`src/rtl/dhlt_pkg.sv`:
```
`timescale 1ns / 1ps

package dhlt_pkg;

    localparam int ATAN_ENTRIES = 24;

    // Q2.30 datapath with headroom, residual angle in 2^-32 turn
    localparam int XY_W = 34;
    localparam int Z_W  = 34;

    localparam logic signed [XY_W-1:0] CORDIC_GAIN = 34'sd652032874;

    localparam logic [31:0] ATAN_TURNS [ATAN_ENTRIES] = '{
        32'd536870912, 32'd316933406, 32'd167458907, 32'd85004756,
        32'd42667331,  32'd21354465,  32'd10680862,  32'd5340245,
        32'd2670163,   32'd1335087,   32'd667544,    32'd333772,
        32'd166886,    32'd83443,     32'd41722,     32'd20861,
        32'd10430,     32'd5215,      32'd2608,      32'd1304,
        32'd652,       32'd326,       32'd163,       32'd81
    };

    localparam logic signed [16:0] QUARTER_TURN = 17'sd16384;
    localparam logic signed [16:0] HALF_TURN    = 17'sd32768;

    localparam logic signed [15:0] ROT_ONE  = 16'sd16384;
    localparam logic signed [15:0] ROT_MONE = -16'sd16384;

    typedef struct packed {
        logic signed [XY_W-1:0] x;
        logic signed [XY_W-1:0] y;
        logic signed [Z_W-1:0]  z;
        logic                   flip;
    } lane_t;

    typedef struct packed {
        logic [3:0]         tag;
        logic signed [31:0] len;
        logic signed [31:0] off;
        lane_t              th;
        lane_t              al;
    } cordic_beat_t;

    // Fold into +-quarter turn and load the rotator start vector
    function automatic lane_t lane_init(input logic signed [15:0] b);
        lane_t              l;
        logic signed [16:0] bw;
        logic signed [16:0] br;
        bw     = {b[15], b};
        br     = bw;
        l.flip = 1'b0;
        if (bw > QUARTER_TURN)
        begin
            br     = bw - HALF_TURN;
            l.flip = 1'b1;
        end
        else if (bw < -QUARTER_TURN)
        begin
            br     = bw + HALF_TURN;
            l.flip = 1'b1;
        end
        l.x = CORDIC_GAIN;
        l.y = '0;
        l.z = {{(Z_W-33){br[16]}}, br, 16'h0000};
        return l;
    endfunction

endpackage

```
`src/rtl/dhlt_cordic_stage.sv`:
```
`timescale 1ns / 1ps

module dhlt_cordic_stage
    import dhlt_pkg::*;
#(
    parameter int SHIFT = 0
)
(
    input  logic         clk,
    input  logic         rst_n,
    input  logic         in_valid,
    output logic         in_ready,
    input  cordic_beat_t in_beat,
    output logic         out_valid,
    input  logic         out_ready,
    output cordic_beat_t out_beat
);

    logic         valid_reg;
    cordic_beat_t beat_reg;
    cordic_beat_t beat_next;

    // one micro-rotation; non-negative residual rotates forward
    function automatic lane_t rotate(input lane_t l);
        lane_t                  r;
        logic signed [XY_W-1:0] xs;
        logic signed [XY_W-1:0] ys;
        logic signed [Z_W-1:0]  at;
        xs     = $signed(l.x) >>> SHIFT;
        ys     = $signed(l.y) >>> SHIFT;
        at     = $signed({{(Z_W-32){1'b0}}, ATAN_TURNS[SHIFT]});
        r.flip = l.flip;
        if (!l.z[Z_W-1])
        begin
            r.x = l.x - ys;
            r.y = l.y + xs;
            r.z = l.z - at;
        end
        else
        begin
            r.x = l.x + ys;
            r.y = l.y - xs;
            r.z = l.z + at;
        end
        return r;
    endfunction

    always_comb
    begin
        beat_next    = in_beat;
        beat_next.th = rotate(in_beat.th);
        beat_next.al = rotate(in_beat.al);
    end

    assign in_ready  = !valid_reg || out_ready;
    assign out_valid = valid_reg;
    assign out_beat  = beat_reg;

    always_ff @(posedge clk or negedge rst_n)
    begin
        if (!rst_n)
        begin
            valid_reg <= 1'b0;
        end
        else if (in_ready)
        begin
            valid_reg <= in_valid;
        end
    end

    always_ff @(posedge clk)
    begin
        if (in_ready && in_valid)
        begin
            beat_reg <= beat_next;
        end
    end

endmodule

```
`config.mk`:
```
export PLATFORM = sky130hd
export DESIGN_NAME = dhlt_cordic_stage
export DESIGN_NICKNAME = d
export VERILOG_FILES = /design/src/rtl/dhlt_pkg.sv /design/src/rtl/dhlt_cordic_stage.sv
export SDC_FILE = /design/constraint.sdc
export NUM_CORES = 1
export LEC_CHECK = 0
export BUFFER_PORTS_ARGS = -buffer_cell sky130_fd_sc_hd__buf_2
export CAP_MARGIN = 20
export CORE_ASPECT_RATIO = 0.7
export CORE_MARGIN = 8
export CORE_UTILIZATION = 45
export CTS_CLUSTER_SIZE = 24
export DETAILED_ROUTE_END_ITERATION = 8
export PLACE_DENSITY = 0.71
export SYNTH_ARGS = -nofsm -noshare
export SYNTH_HDL_FRONTEND = slang
export SYNTH_SLANG_ARGS = --single-unit
```
`constraint.sdc`:
```
create_clock -name clk -period 6.75 [get_ports clk]
set_input_delay 1.35 -clock clk [delete_from_list [all_inputs] [get_ports clk]]
set_output_delay 1.35 -clock clk [all_outputs]
set_load 0.05 [all_outputs]
```
==> results.json <==
{
  "status": "completed",
  "top_layer_used": "met5",
  "cap_violations": 0,
  "power.share.sequential_pct": 35.4,
  "finClkSkew_ns": 0.0349,
  "final_util_pct": 55.5,
  "clock-sinks": 273,
  "worstPathMaxFanout": 16,
  "synth_flop_cell": "edfxtp_1",
  "die_area_sq_um": 51800,
  "drive_gt1_share_pct": 24.7,
  "relSlewSlack_pct": 24.8,
  "wl_mm": 83.6,
  "die_h_um": 193,
  "syn_avg_cell_area_sq_um": 9.58,
  "nets": 3092,
  "grt_max_degree": 121,
  "vias": 19200,
  "setup_tns_ns": 0,
  "seq_area_frac_synth_pct": 40.8,
  "antenna_found_initial": 8,
  "wl_per_cell_um": 25.9,
  "final-instance-count-excl-fill": 3223,
  "min_period_ns": 4.84,
  "dp_hpwl_mm": 68.9,
  "synth_top_area_share_pct": 40.6,
  "power_leakage_nw": 10.8,
  "swShare_pct": 38.4,
  "hp-class": "primary input to async pin",
  "crit_type": "primary input to register",
  "initial_core_util_pct": 45.8,
  "grt_pass1_vias": 17900,
  "drc_errors": 0,
  "switchingPower_mw": 2.31,
  "cts_root_buf": "clkbuf_16",
  "detail-route-antenna-nets": 0,
  "hold_viol_final": 0,
  "port_buffers": 553,
  "cts_tree": "built",
  "clock_latency_ns": 0.61,
  "intPower_mw": 3.71,
  "critPathArrivalTime_ns": 5.17,
  "ir_drop_uv": 210,
  "met2_length_mm": 34.6,
  "clock_path_buffers": 3,
  "synthArstFlopShare_pct": 0.366,
  "setup_viol": 0,
  "cts_resized": 0,
  "yosysMostFrequentCell": "edfxtp_1",
  "powerDensity_nw_per_um2": 247,
  "drv_slew": 0,
  "max_freq_ghz": 0.207,
  "place_congestion": 1.04,
  "synth_area_sq_um": 20100,
  "final_cell_area_sq_um": 24400,
  "wl_met1_mm": 36.9,
  "postPlaceCellArea_sq_um": 23300,
  "routed-wl-met3_mm": 10.1,
  "startpoint_type": "primary input",
  "fill_cells": 4004,
  "netlist_instances": 2098,
  "drtIter0Drc": 2409,
  "worstPathRequired_ns": 7.08,
  "synth_common_cells": "edfxtp_1, a21oi_1, inv_1, ha_1, nor2_1",
  "min_period_over_period_pct": 71.7,
  "h-tree-depth": 1,
  "synthTopCellsByArea": "edfxtp_1, ha_1, a21oi_1, xnor2_1, inv_1",
  "synthesis.nets": 2588,
  "hold_buffers": 0,
  "yosys.area.top_type": "edfxtp_1",
  "tightest_slew_ns": 1.12,
  "grt_usage_pct": 30.5,
  "die_w_um": 269,
  "first_pass_iters": 6,
  "synth-edff-count": 272,
  "end_kind": "register",
  "rows": 64,
  "path_clk_slew_ns": 0.07,
  "io_pins": 554,
  "coreArea_sq_um": 43900,
  "grt.overflow.total": 0,
  "ys_types": 87,
  "vias_per_cell": 5.97,
  "areaGrowthSynthToFinish_pct": 21.3,
  "cts_setup_buffers": 0,
  "grt_pass1_wl_mm": 119,
  "pwr-share-comb_pct": 34.9,
  "rsz0062_at_grt": "false",
  "numCtsBuffers": 30,
  "ys.warnings.count": 0,
  "p_clk_share_pct": 29.7,
  "synth_seq_cells": 273,
  "dp_cells": 3164
}
-- state kept, by name, summed over array words and instances (netlist names) --
register and cells:
out_beat 272, out_valid 1
-- worst paths after layout --
kind	endpoint	startpoint	depth (start not counted)	slack, ns
max in group asynchronous	out_valid	rst_n	1	6.14
max	out_beat[204]	in_beat[148]	12	1.91
min in group clk	out_valid	out_valid	2	0.68
min reg2reg	out_valid	out_valid	2	0.68
min	out_valid	rst_n	1	0.53
max reg2reg	out_beat[249]	out_valid	3	4.70
-- critical path: stages --
cell	delay, ns
buf_2	0.11
inv_1	0.04
ha_1	0.63
inv_1	0.28
o31ai_1	0.54
o21ai_0	0.33
o311ai_0	0.31
a21oi_1	0.21
o41ai_1	0.76
a41oi_1	0.21
a211oi_1	0.27
xnor2_1	0.10
-- cell families (layout without fill, tap and decap cells) --
group | after synthesis | after routing | synth area share [%]
multiplexers | 21 | 21 | 1.05
buffers and inverters | 301 | 829 | 5.90
adder cells (fa/ha/maj) | 212 | 212 | 13.5
XOR/XNOR | 132 | 132 | 5.75
AND/OR/NAND/NOR | 480 | 480 | 11.3
other | 0 | 3 | 0
flip-flops | 273 | 273 | 40.8
AO/OA/AOI/OAI | 679 | 679 | 21.7
-- cells in the final DEF, fill, tap and decap left out, types with 18 or more instances in the layout --
cell type	n
buf_2	553
edfxtp_1	272
a21oi_1	231
inv_1	205
ha_1	204
nor2_1	170
o21ai_0	141
nand2_1	111
xnor2_1	107
o21bai_1	48
a21o_1	44
nor3_1	31
nand3_1	30
clkbuf_16	30
xor2_1	25
a211oi_1	22
o211ai_1	22
nand2b_1	21
nand4_1	21
a31oi_1	21
mux2i_1	20
o31ai_1	19
nor2b_1	18
-- through the flow --
step	hold slack [ns]	total power, mW	setup slack [ns]
after floorplan	1.05	3.57	1.05
after global placement	0.654	4.21	1.59
after detailed placement	0.648	4.22	1.58
after CTS	0.492	6.01	2.18
after global routing	0.501	6.23	1.80
final	0.529	6.03	1.91
-- final cells by class --
cell class              instances  area [sq um]  share of cell area, %
clock buffers                  33           762                   3.13
flip-flops and latches        273          8190                   33.6
multi-input cells            1524         10700                   44.0
well taps                     594           743                   3.05
repair buffers                564          2860                   11.7
diodes                          3          7.51                 0.0308
inverters                     209           785                   3.22
clock inverters                23           300                   1.23
-- power groups by stage --
stage,logic (mW),registers [mW],clock network (mW)
floorplan,0.902,2.67,0
CTS,2.06,2.14,1.82
finish,2.10,2.14,1.79
global route,2.21,2.15,1.87
detailed placement,2.05,2.17,0
global placement,2.05,2.17,0
-- per-layer routing --
| layer | GRT usage (%) | up-vias |
|---|---|---|
| li1 | - | 8585 |
| met1 | 44.8 | 9378 |
| met2 | 44.3 | 1154 |
| met3 | 8.21 | 109 |
| met4 | 6.53 | 6 |
| met5 | 0 | - |
Note: power is estimated with default switching activity, not from simulation.
