$ cat src/rtl/dhlt_pkg.sv
`timescale 1ns / 1ps

package dhlt_pkg;

    localparam int ATAN_ENTRIES = 24;

    // Q2.30 datapath with headroom, residual angle in 2^-32 turn
    localparam int XY_W = 34;
    localparam int Z_W  = 34;

    localparam logic signed [XY_W-1:0] CORDIC_GAIN = 34'sd652032874;

    localparam logic [31:0] ATAN_TURNS [ATAN_ENTRIES] = '{
        32'd536870912, 32'd316933406, 32'd167458907, 32'd85004756,
        32'd42667331,  32'd21354465,  32'd10680862,  32'd5340245,
        32'd2670163,   32'd1335087,   32'd667544,    32'd333772,
        32'd166886,    32'd83443,     32'd41722,     32'd20861,
        32'd10430,     32'd5215,      32'd2608,      32'd1304,
        32'd652,       32'd326,       32'd163,       32'd81
    };

    localparam logic signed [16:0] QUARTER_TURN = 17'sd16384;
    localparam logic signed [16:0] HALF_TURN    = 17'sd32768;

    localparam logic signed [15:0] ROT_ONE  = 16'sd16384;
    localparam logic signed [15:0] ROT_MONE = -16'sd16384;

    typedef struct packed {
        logic signed [XY_W-1:0] x;
        logic signed [XY_W-1:0] y;
        logic signed [Z_W-1:0]  z;
        logic                   flip;
    } lane_t;

    typedef struct packed {
        logic [3:0]         tag;
        logic signed [31:0] len;
        logic signed [31:0] off;
        lane_t              th;
        lane_t              al;
    } cordic_beat_t;

    // Fold into +-quarter turn and load the rotator start vector
    function automatic lane_t lane_init(input logic signed [15:0] b);
        lane_t              l;
        logic signed [16:0] bw;
        logic signed [16:0] br;
        bw     = {b[15], b};
        br     = bw;
        l.flip = 1'b0;
        if (bw > QUARTER_TURN)
        begin
            br     = bw - HALF_TURN;
            l.flip = 1'b1;
        end
        else if (bw < -QUARTER_TURN)
        begin
            br     = bw + HALF_TURN;
            l.flip = 1'b1;
        end
        l.x = CORDIC_GAIN;
        l.y = '0;
        l.z = {{(Z_W-33){br[16]}}, br, 16'h0000};
        return l;
    endfunction

endpackage

$ cat src/rtl/dhlt_pre.sv
`timescale 1ns / 1ps

module dhlt_pre
    import dhlt_pkg::*;
(
    input  logic               clk,
    input  logic               rst_n,
    input  logic               in_valid,
    output logic               in_ready,
    input  logic [3:0]         joint_index,
    input  logic signed [15:0] joint_angle,
    input  logic signed [15:0] angle_offset,
    input  logic signed [15:0] twist_angle,
    input  logic signed [31:0] link_length,
    input  logic signed [31:0] link_offset,
    output logic               out_valid,
    input  logic               out_ready,
    output cordic_beat_t       out_beat
);

    logic               valid_reg;
    cordic_beat_t       beat_reg;
    cordic_beat_t       beat_next;
    logic signed [15:0] th_sum;

    // binary angle sum wraps at one turn
    assign th_sum = joint_angle + angle_offset;

    always_comb
    begin
        beat_next.tag = joint_index;
        beat_next.len = link_length;
        beat_next.off = link_offset;
        beat_next.th  = lane_init(th_sum);
        beat_next.al  = lane_init(twist_angle);
    end

    assign in_ready  = !valid_reg || out_ready;
    assign out_valid = valid_reg;
    assign out_beat  = beat_reg;

    always_ff @(posedge clk or negedge rst_n)
    begin
        if (!rst_n)
        begin
            valid_reg <= 1'b0;
        end
        else if (in_ready)
        begin
            valid_reg <= in_valid;
        end
    end

    always_ff @(posedge clk)
    begin
        if (in_ready && in_valid)
        begin
            beat_reg <= beat_next;
        end
    end

endmodule

$ cat config.mk
export PLATFORM = sky130hd
export DESIGN_NAME = dhlt_pre
export DESIGN_NICKNAME = d
export VERILOG_FILES = /design/src/rtl/dhlt_pkg.sv /design/src/rtl/dhlt_pre.sv
export SDC_FILE = /design/constraint.sdc
export NUM_CORES = 1
export LEC_CHECK = 0
export BUFFER_PORTS_ARGS = -buffer_cell sky130_fd_sc_hd__buf_2
export CAP_MARGIN = 20
export CORE_AREA = 2 2 155 157
export DETAILED_ROUTE_END_ITERATION = 12
export DIE_AREA = 0 0 157 159
export PLACE_DENSITY = 0.5
export SLEW_MARGIN = 20
export SYNTH_ARGS = -nofsm -noshare
export SYNTH_HDL_FRONTEND = slang
export SYNTH_SLANG_ARGS = --single-unit
$ cat constraint.sdc
create_clock -name clk -period 3.2 [get_ports clk]
set_input_delay 0.32 -clock clk [delete_from_list [all_inputs] [get_ports clk]]
set_output_delay 0.32 -clock clk [all_outputs]
set_load 0.02 [all_outputs]
==> results of run 1 <==
==> worst max-delay path, cell delays in order <==
cell and delay (ns):
buf_2 0.08, ha_1 0.18, inv_1 0.07, fa_1 0.48
inv_1 0.05, or4_1 0.52, or4b_1 0.51, nor3_1 0.18
and4b_1 0.26, a21boi_0 0.09
==> power by group <==
part           switching [mW]  internal (mW)  leakage (nW)
combinational           0.497          0.199          1.84
sequential             0.0220           1.63          1.00
clock                   0.510          0.548         0.141
total                    1.03           2.37          2.99
==> state kept, by name (all words and copies together), names as in the netlist <==
name / flops
out_beat: 104
out_valid: 1
==> kinds of logic (layout without fill, tap and decap cells) <==
logic type      after synthesis  in the layout  synth area share
fa+ha+maj                    16             16            0.0393
compound gates               40             40            0.0530
buf+inv                     178            254             0.247
xor+xnor                     14             14            0.0232
other cells                   2            168           0.00142
simple gates                 39             39            0.0402
flops                       105            105             0.596
==> layout make-up <==
| class | instances | area, um^2 |
|---|---|---|
| multi-input combinational | 277 | 1460 |
| tap | 319 | 399 |
| timing repair buffer | 230 | 1170 |
| clock inverter | 6 | 57.6 |
| clock buffer | 10 | 229 |
| inverter | 8 | 30.0 |
| sequential | 105 | 3150 |
| fill | 2439 | 16700 |
==> through the flow <==
| step | cell area [um^2] | utilization | setup WS, ns | std cells | total power, mW |
|---|---|---|---|---|---|
| 3_3_place_gp | 6200 | 0.267 | 0.147 | 938 | 2.38 |
| 5_1_grt | 6490 | 0.280 | 0.391 | 955 | 3.56 |
| 4_1_cts | 6490 | 0.280 | 0.472 | 955 | 3.45 |
| 6_report | 6490 | 0.280 | 0.537 | 955 | 3.40 |
| 3_5_place_dp | 6200 | 0.267 | 0.108 | 938 | 2.38 |
| 2_1_floorplan | 5910 | - | 0.495 | 560 | 2.31 |
==> cells in the final DEF (no fill, tap or decap), types with 4 or more instances in the layout <==
cell type	synthesis	layout
conb_1	2	168
buf_2	0	227
nor2_1	12	12
a21oi_1	8	8
ha_1	15	15
inv_1	8	8
clkbuf_16	0	9
a21o_1	7	7
edfxtp_1	104	104
o21a_1	6	6
nor4_1	4	4
xnor2_1	11	11
nand3_1	4	4
==> what timing repair did <==
item / 4_1_cts / 5_1_grt
hold buffers: 1 / 0
hold endpoints to repair: 1 / 0
setup buffers: 0 / 0
==> worst max path at each step <==
stage / endpoint / startpoint / cells past startpoint / slack [ns]
2_1_floorplan: out_beat[135]$_DFFE_PP_ / joint_angle[0] / 9 / 0.50
3_3_place_gp: out_beat[135]$_DFFE_PP_ / joint_angle[0] / 10 / 0.15
3_5_place_dp: out_beat[135]$_DFFE_PP_ / joint_angle[0] / 10 / 0.11
4_1_cts: out_beat[135]$_DFFE_PP_ / joint_angle[0] / 10 / 0.47
5_1_grt: out_beat[135]$_DFFE_PP_ / joint_angle[0] / 10 / 0.39
6_report: out_beat[135]$_DFFE_PP_ / joint_angle[0] / 10 / 0.54
==> metal layers <==
metal / track usage / vias up / share of wire
met4: 0.0271 / 8 / 0.011
met5: 0 / - / 0.0037
met3: 0.0351 / 17 / 0.13
met2: 0.183 / 244 / 0.53
li1: - / 1518 / -
met1: 0.0941 / 1472 / 0.33
==> summary.txt, run 1 <==
Critical path
  – Worst reg2reg endpoint: out_beat[217]$_DFFE_PP_
  – Worst setup EP type: flip-flop
  – Startpoint types: input pin
  – Crit Path Max Fanout: 3
  – Worst Path Arrival: between 2 and 3 ns
  – Flop2flop setup slack: ~1.5 ns
  – Critical path class: in -> reg
  – Worst Path Required: around 3.3 ns
  – FF-to-FF Start: out_valid$_DFFE_PN0N_
  – R2R cell count: 3

Logic synthesis
  – Most frequent cells after synthesis: buf_4 (170), edfxtp_1 (104), ha_1 (15)
  – Largest cells by area after synthesis: edfxtp_1 (59%), buf_4 (24%), ha_1 (3.6%), xnor2_1 (1.8%), a21o_1 (0.99%)
  – Synth Flop Type: edfxtp_1
  – Synthesis-stage register bit count: 105
  – Synth top area share: 0.591
  – Avg Cell Area, Syn: 13.4 um^2
  – Unique masters post-synth: between 40 and 50
  – Post-Syn Instances: slightly below 400
  – Ys Warns: 0
  – Number of synthesized flops with an enable pin: between 100 and 150
  – Sequential fraction of the synthesis area: 0.596
  – Most frequent cell after synthesis: buf_4
  – Synthesized area: around 5300 um^2
  – Most area-hungry cell type in the Yosys netlist: edfxtp_1
  – Async set-or-reset flop fraction in the synthesized netlist: 0.00952

Timing
  – TNS Setup: 0 ns
  – Slew Limit Fails: 0
  – Fmax: about 380 MHz
  – Final Cycle Share: 0.832
  – Skew final: about 0.0066 ns
  – Final setup viols: 0
  – Tmin final: between 2 and 3 ns
  – RSZ-0062 raised after global routing: no
  – Min Hold Slack: about 0.15 ns
  – Hold Fails Final Rpt: 0

Pwr
  – LEAKAGE: between 2 and 3 nW
  – Pwr dens: around 520 nW/um^2
  – Worst vdd ir: around 0.23 mV

Floorplanning
  – Core ar.: about 23000 um^2
  – Num ports: between 300 and 400
  – Starting Density: 0.228
  – Die extent in y: between 150 and 200 um
  – Die area: around 25000 um^2
  – Chip width: between 150 and 200 um
  – Rows: 56

CTS
  – CTS Root Cell: clkbuf_16
  – Htree depth: 3
  – Clk Latency, worst-skew pair: approximately 0.34 ns
  – Number of CTS-inserted buffers: 9
  – CTS sink count: around 110
  – CTS tree: yes
  – Resized cells post-CTS: 0
  – Clock Tree Buf Depth: 2
  – CTS clk-pin slew, worst paths: roughly 0.08 ns

Detailed routing
  – Vias: approximately 3300
  – Wire per inst: 13.6 um
  – Final wirelength: 13000 um
  – DR vias/cell: roughly 3.4
  – Drt initial violations: 137
  – DR pass1 iterations: 4
  – Routed Antenna Nets: 0
  – DRC violations left: 0

Layout
  – Share of cells above drive strength 1: 0.392
  – Final Net Count: around 770
  – Area growth, synth to finish: 22.9%
  – Antenna fix cells: 0

Global routing
  – Gr usage total: 0.0953
  – Initial antenna violation count: 4
  – Vias in the first global route: 2927
  – First-pass GRT wire length: between 15000 and 20000 um
  – Aggregate global routing overflow: 0
  – Pin count of the biggest net entering global routing: 71

Min path
  – HP Class: in -> reg
  – Hold depth: 1
  – Hold_sp: link_length[27]
  – Worst hold endpoint: out_beat[265]$_DFFE_PP_

Placement
  – Routability congestion estimate: roughly 0.73
  – IO Port Bufs: roughly 230
  – Dpl hpwl: between 10000 and 15000 um

Run status
  – Status: finished, final reports clean

Job
  – Max capacitance violation total: 0
Power figures use the tool's default switching activity.
==> run 2, diff against run 1 <==
--- a/config.mk
+++ b/config.mk
@@ -7,10 +7,10 @@
 export LEC_CHECK = 0
 export BUFFER_PORTS_ARGS = -buffer_cell sky130_fd_sc_hd__buf_2
 export CAP_MARGIN = 20
-export CORE_AREA = 2 2 155 157
+export CORE_AREA = 2 2 153 155
 export DETAILED_ROUTE_END_ITERATION = 12
-export DIE_AREA = 0 0 157 159
-export PLACE_DENSITY = 0.5
+export DIE_AREA = 0 0 155 157
+export PLACE_DENSITY = 0.49
 export SLEW_MARGIN = 20
 export SYNTH_ARGS = -nofsm -noshare
 export SYNTH_HDL_FRONTEND = slang
==> constraint.sdc (replaced) <==
create_clock -name clk -period 2.6 [get_ports clk]
set_input_delay 0.26 -clock clk [delete_from_list [all_inputs] [get_ports clk]]
set_output_delay 0.26 -clock clk [all_outputs]
set_load 0.02 [all_outputs]
==> run 2 against run 1 <==
Global-route usage decreased by 0.38 points. Hold slack lost 0.053 ns. Critical path depth grew 1. First-iteration DRC count fell by 9.5%. Cell area rose by 3.8%. Clock power is 27% higher. Register-to-register slack got worse by 0.36 ns.
==> summary.txt, run 2 (synthesis gave the netlist of run 1 again) <==
Run status
  – Status: finished, final reports clean

Global routing
  – Routing usage on met1: 0.0978 (+0.00366)
  – Top Usage Layer GRT: met2
  – Met3 usage: 0.0270 (-0.00813)
  – Aggregate global routing overflow: 0 (unchanged)
  – Pin count of the biggest net entering global routing: 67 (-5.6%)
  – First-pass GRT wire length: 16800 um (-4.9%)
  – Gr usage total: 0.0914 (-0.00382)
  – Vias in the first global route: 3018 (+3.1%)
  – Initial antenna violation count: 0 (-4)
  – Met2 Use GR: 0.174 (-0.00842)

Floorplanning
  – Starting Density: 0.235 (+0.00698)
  – Chip width: 155 um (-1.3%)
  – Die area: 24300 um^2 (-2.5%)
  – Rows: 55 (-1.8%)
  – Core ar.: 22500 um^2 (-3.0%)
  – Die extent in y: 157 um (-1.3%)
  – Num ports: 396 (unchanged)

Critical path
  – Worst Path Required: 2.68 ns (-0.59 ns)
  – Worst Path Arrival: 2.62 ns (-0.11 ns)
  – Startpoint types: input pin
  – Flop2flop setup slack: 1.11 ns (-0.36 ns)
  – Critical path class: in -> reg
  – Worst setup EP type: flip-flop
  – Crit Path Max Fanout: 3 (unchanged)

Timing
  – Final Cycle Share: 0.975
  – Fmax: ~400 MHz
  – Slew Limit Fails: 0 (unchanged)
  – Tmin final: approximately 2.5 ns
  – Final setup viols: 0 (unchanged)
  – TNS Setup: 0 ns (unchanged)
  – Skew final: 0.00569 ns (-0.000908 ns)
  – RSZ-0062 raised after global routing: yes
  – Post-route setup slack: 0.0659 ns (-0.472 ns)
  – Hold Fails Final Rpt: 0 (unchanged)

Detailed routing
  – Wire per inst: 13.1 um (-4.0%)
  – Routed Antenna Nets: 0 (unchanged)
  – Vias: 3352 (+2.9%)
  – Drt initial violations: 124 (-9.5%)
  – DRC violations left: 0 (unchanged)
  – DR vias/cell: 3.54 (+3.7%)
  – DR pass1 iterations: 4 (unchanged)
  – Final wirelength: 12400 um (-4.8%)

CTS
  – Clk Latency, worst-skew pair: 0.33 ns (about the same)
  – CTS sink count: 105 (unchanged)
  – Number of CTS-inserted buffers: 9 (unchanged)
  – Htree depth: 3 (unchanged)
  – CTS tree: yes
  – Clock Tree Buf Depth: 2 (unchanged)
  – CTS Root Cell: clkbuf_16
  – CTS clk-pin slew, worst paths: 0.07 ns (about the same)

Layout
  – Final non-filler cell total: 947 (-0.84%)
  – Area growth, synth to finish: 27.5%
  – Final core occ: 0.299 (+0.0195)
  – Share of cells above drive strength 1: 0.426 (+0.0345)
  – Max reg flops: 104 (unchanged)
  – Most common cell after layout, fill and taps aside: buf_2
  – Most frequent cells in the layout: buf_2 (224), conb_1 (168), edfxtp_1 (104)
  – Final Net Count: 794 (+3.5%)
  – Antenna fix cells: 0 (unchanged)

Placement
  – Placed cells: 931 (-0.75%)
  – IO Port Bufs: 227 (unchanged)
  – Routability congestion estimate: 0.726 (-0.45%)
  – Dpl ws: -0.375 ns (-0.483 ns)
  – Dpl hpwl: 10400 um (-5.0%)

Job
  – Max capacitance violation total: 0 (unchanged)

Pwr
  – LEAKAGE: 3.14 nW (+5.1%)
  – Pwr dens: 641 nW/um^2 (+22%)
  – Worst vdd ir: 0.430 mV (+90%)

Min path
  – HP Class: in -> reg
## run 2: worst paths after layout
check | from | endpoint | depth (start not counted)
max | joint_angle[1] | out_beat[135]$_DFFE_PP_ | 11
min | link_offset[1] | out_beat[207]$_DFFE_PP_ | 1
max reg2reg | out_valid$_DFFE_PN0N_ | out_beat[24]$_DFFE_PP_ | 3
min reg2reg | out_valid$_DFFE_PN0N_ | out_valid$_DFFE_PN0N_ | 2
max in group asynchronous | rst_n | out_valid$_DFFE_PN0N_ | 2
min in group asynchronous | rst_n | out_valid$_DFFE_PN0N_ | 2
## run 2: power by group
part	internal (mW)	switching, mW	total (mW)
sequential	2.00	0.0238	2.03
clock	0.755	0.599	1.35
combinational	0.310	0.632	0.942
## run 2: worst max-delay path, stage by stage
cell      delay [ns]
buf_2           0.12
ha_4            0.22
a21oi_4         0.15
o21bai_1        0.08
xor2_1          0.17
or4_1           0.53
or4b_4          0.49
nor3_2          0.15
buf_4           0.13
and4b_1         0.23
a21boi_1        0.08
## run 2: final cells by class
| type | instances | area, um^2 |
|---|---|---|
| clock buffers | 9 | 225 |
| clock inverters | 6 | 75.1 |
| fillers | 2342 | 15800 |
| inverters | 8 | 30.0 |
| multi-input cells | 277 | 1510 |
| flip-flops and latches | 105 | 3150 |
| well taps | 285 | 357 |
| repair buffers | 257 | 1400 |
## run 2: stage by stage
stage	hold slack (ns)	total power [mW]	instance area [um^2]
floorplan	-0.0356	2.84	5920
global placement	0.0348	3.00	6370
detailed placement	0.0380	3.00	6370
CTS	0.0776	4.38	6710
global route	0.0728	4.54	6740
finish	0.0943	4.32	6740
## run 2: what timing repair did
item / CTS / global route
pin swaps: 8 / 10
setup buffers: 0 / 0
resized for setup: 5 / 7
endpoints found under the setup margin: 1 / 3
hold buffers: 1 / 0
endpoints found under the hold margin: 1 / 0
## run 2: metal layers
metal | wire [um] | share of wire | up-vias
li1 | - | - | 1571
met1 | 4410 | 0.36 | 1537
met2 | 6450 | 0.52 | 236
met3 | 1390 | 0.11 | 8
met4 | 123 | 0.0099 | 0
met5 | 0 | 0 | -
==> run 3, diff against run 2 <==
--- a/config.mk
+++ b/config.mk
@@ -7,10 +7,13 @@
 export LEC_CHECK = 0
 export BUFFER_PORTS_ARGS = -buffer_cell sky130_fd_sc_hd__buf_2
 export CAP_MARGIN = 20
+export CELL_PAD_IN_SITES_DETAIL_PLACEMENT = 1
+export CELL_PAD_IN_SITES_GLOBAL_PLACEMENT = 1
 export CORE_AREA = 2 2 153 155
 export DETAILED_ROUTE_END_ITERATION = 12
 export DIE_AREA = 0 0 155 157
-export PLACE_DENSITY = 0.49
+export PLACE_DENSITY = 0.64
+export RECOVER_POWER = 100
 export SLEW_MARGIN = 20
 export SYNTH_ARGS = -nofsm -noshare
 export SYNTH_HDL_FRONTEND = slang
==> run 3 against run 2 <==
Core utilization down 1.0 points. Clock skew up 0.00055 ns. Worst setup slack better by 0.053 ns. Critical endpoint is now out_beat[136]$_DFFE_PP_.
==> summary.txt, run 3 (synthesis gave the netlist of run 1 again) <==
Timing
  – Fmax: 403 MHz (+2.1%)
  – Slew Limit Fails: 0 (unchanged)
  – Final Cycle Share: 0.954 (-0.0205)
  – TNS Setup: 0 ns (unchanged)
  – Hold Fails Final Rpt: 0 (unchanged)
  – Tmin final: 2.48 ns (-0.0533 ns)
  – Final setup viols: 0 (unchanged)
  – Skew final: 0.00624 ns (+0.000550 ns)
  – Slew HR: 0.438
  – Post-route setup slack: 0.119 ns (+0.0533 ns)
  – Worst slew pin tran: 0.843 ns
  – RSZ-0062 raised after global routing: no

Detailed routing
  – Final wirelength: 13800 um (+12%)
  – Vias: 3394 (+1.3%)
  – Drt initial violations: 116 (-6.5%)
  – DR pass1 iterations: 4 (unchanged)
  – Routed Antenna Nets: 0 (unchanged)
  – DR vias/cell: 3.60 (+1.7%)
  – Wire per inst: 14.7 um (+12%)
  – DRC violations left: 0 (unchanged)

Global routing
  – Vias in the first global route: 3200 (+6.0%)
  – Gr usage total: 0.101 (+0.00923)
  – Aggregate global routing overflow: 0 (unchanged)
  – First-pass GRT wire length: 18400 um (+9.5%)
  – Pin count of the biggest net entering global routing: 39 (-42%)
  – Initial antenna violation count: 1 (+1)

Layout
  – Antenna fix cells: 0 (unchanged)
  – Most common cell after layout, fill and taps aside: conb_1
  – Share of cells above drive strength 1: 0.239 (-0.187)
  – Most frequent cells in the layout: conb_1 (168), clkbuf_1 (120), buf_2 (109)
  – Final non-filler cell total: 943 (-0.42%)
  – Area growth, synth to finish: 23.3%
  – Final core occ: 0.290 (-0.00995)
  – Max reg flops: 104 (unchanged)
  – Final Net Count: 789 (-0.63%)
  – # fillers: 2600 (+11%)

CTS
  – Htree depth: 3 (unchanged)
  – CTS Root Cell: clkbuf_16
  – Clk Latency, worst-skew pair: 0.34 ns (about the same)
  – Number of CTS-inserted buffers: 9 (unchanged)
  – CTS sink count: 105 (unchanged)
  – Clock Tree Buf Depth: 2 (unchanged)
  – CTS clk-pin slew, worst paths: 0.08 ns (about the same)
  – CTS tree: yes
  – Setup repair bufs after CTS: 0 (unchanged)

Floorplanning
  – Rows: 55 (unchanged)
  – Chip width: 155 um (unchanged)
  – Num ports: 396 (unchanged)
  – Die extent in y: 157 um (unchanged)
  – Starting Density: 0.235 (unchanged)
  – Die area: 24300 um^2 (unchanged)
  – Core ar.: 22500 um^2 (unchanged)

Job
  – Max capacitance violation total: 0 (unchanged)

Placement
  – IO Port Bufs: 227 (unchanged)
  – Placed cells: 926 (-0.54%)
  – Dpl hpwl: 11700 um (+12%)
  – Dpl ws: -0.463 ns (-0.0874 ns)
  – Routability congestion estimate: 0.725 (-0.18%)

Critical path
  – Worst Path Arrival: 2.57 ns (-0.05 ns)
  – Critical path class: in -> reg
  – Worst Path Required: 2.69 ns (about the same)
  – R2R cell count: 3 (unchanged)
  – Flop2flop setup slack: 0.37 ns (-0.74 ns)
  – Worst setup EP type: flip-flop
  – Crit Path Max Fanout: 3 (unchanged)
  – Startpoint types: input pin

Run status
  – Status: finished, final reports clean

Min path
  – Hold depth: 1 (unchanged)
  – HP Class: in -> reg

Pwr
  – Internal: 3.04 mW (-0.93%)
  – Combinational share of power: 0.206 (-0.012)
  – Seq pwr share: 0.468 (about the same)
  – Pwr Total: 4.35 mW (+0.67%)
  – Clock group share of total power: 0.327 (+0.014)
  – Sw frac: 0.302 (+0.0113)
  – LEAKAGE: 2.78 nW (-11%)
  – Pwr dens: 668 nW/um^2 (+4.1%)
  – Worst vdd ir: 0.259 mV (-40%)
  – Psw: 1.31 mW (+4.6%)
[run 3: changes by cell type in the layout (fill, tap and decap cells not counted), moves of 4 or more]
cell	delta
clkbuf_1	+120
buf_6	-4
clkbuf_4	+6
buf_4	-11
buf_2	-115
[run 3: power by group through the flow]
stage          Clock, mW  Combinational [mW]  Sequential (mW)
2_1_floorplan          0               0.630             2.21
3_3_place_gp           0               0.922             2.07
3_5_place_dp           0               0.933             2.07
4_1_cts             1.48               0.943             2.03
5_1_grt             1.53               0.973             2.04
6_report            1.42               0.895             2.03
[run 3: metal layers]
metal | part of all wire | up-vias | GRT usage | wire length (um)
met4 | 0.012 | 2 | 0.0251 | 164
met3 | 0.091 | 12 | 0.0278 | 1260
li1 | - | 1568 | - | -
met2 | 0.55 | 209 | 0.197 | 7610
met1 | 0.35 | 1603 | 0.106 | 4800
met5 | 0.00094 | - | 0 | 13
[run 3: what timing repair did]
action                                  in CTS  in global routing
endpoints found under the setup margin       3                  3
hold buffers                                 1                  0
pin swaps                                    3                  2
endpoints found under the hold margin        1                  0
gates resized for setup                      4                  3
[run 3: final timing paths]
kind,start,endpoint
worst max-delay path,joint_angle[0],out_beat[136]$_DFFE_PP_
worst min-delay path,link_offset[28],out_beat[234]$_DFFE_PP_
worst max register to register,out_valid$_DFFE_PN0N_,out_beat[232]$_DFFE_PP_
worst min register to register,out_valid$_DFFE_PN0N_,out_valid$_DFFE_PN0N_
min in group asynchronous,rst_n,out_valid$_DFFE_PN0N_
max in group asynchronous,rst_n,out_valid$_DFFE_PN0N_
[run 3: per-stage QoR]
| stage | hold slack [ns] | instance area, um^2 |
|---|---|---|
| floorplan | -0.0356 | 5920 |
| global placement | 0.0360 | 6340 |
| detailed placement | 0.0378 | 6340 |
| CTS | 0.0731 | 6690 |
| global route | 0.0773 | 6520 |
| finish | 0.0905 | 6520 |
[run 3: worst max-delay path, stage by stage]
cell	delay [ns]
buf_2	0.10
ha_4	0.13
inv_1	0.05
fa_1	0.48
inv_1	0.05
or4_4	0.52
or4b_4	0.52
nor3_4	0.13
and4b_1	0.25
a21boi_1	0.08
[run 3: area by class of cell]
cell class,instances,area (um^2),area share
sequential,105,3150,0.483
multi-input combinational,277,1490,0.229
timing repair buffer,252,1170,0.180
tap,285,357,0.0547
clock buffer,9,225,0.0346
clock inverter,7,95.1,0.0146
inverter,8,30.0,0.00461
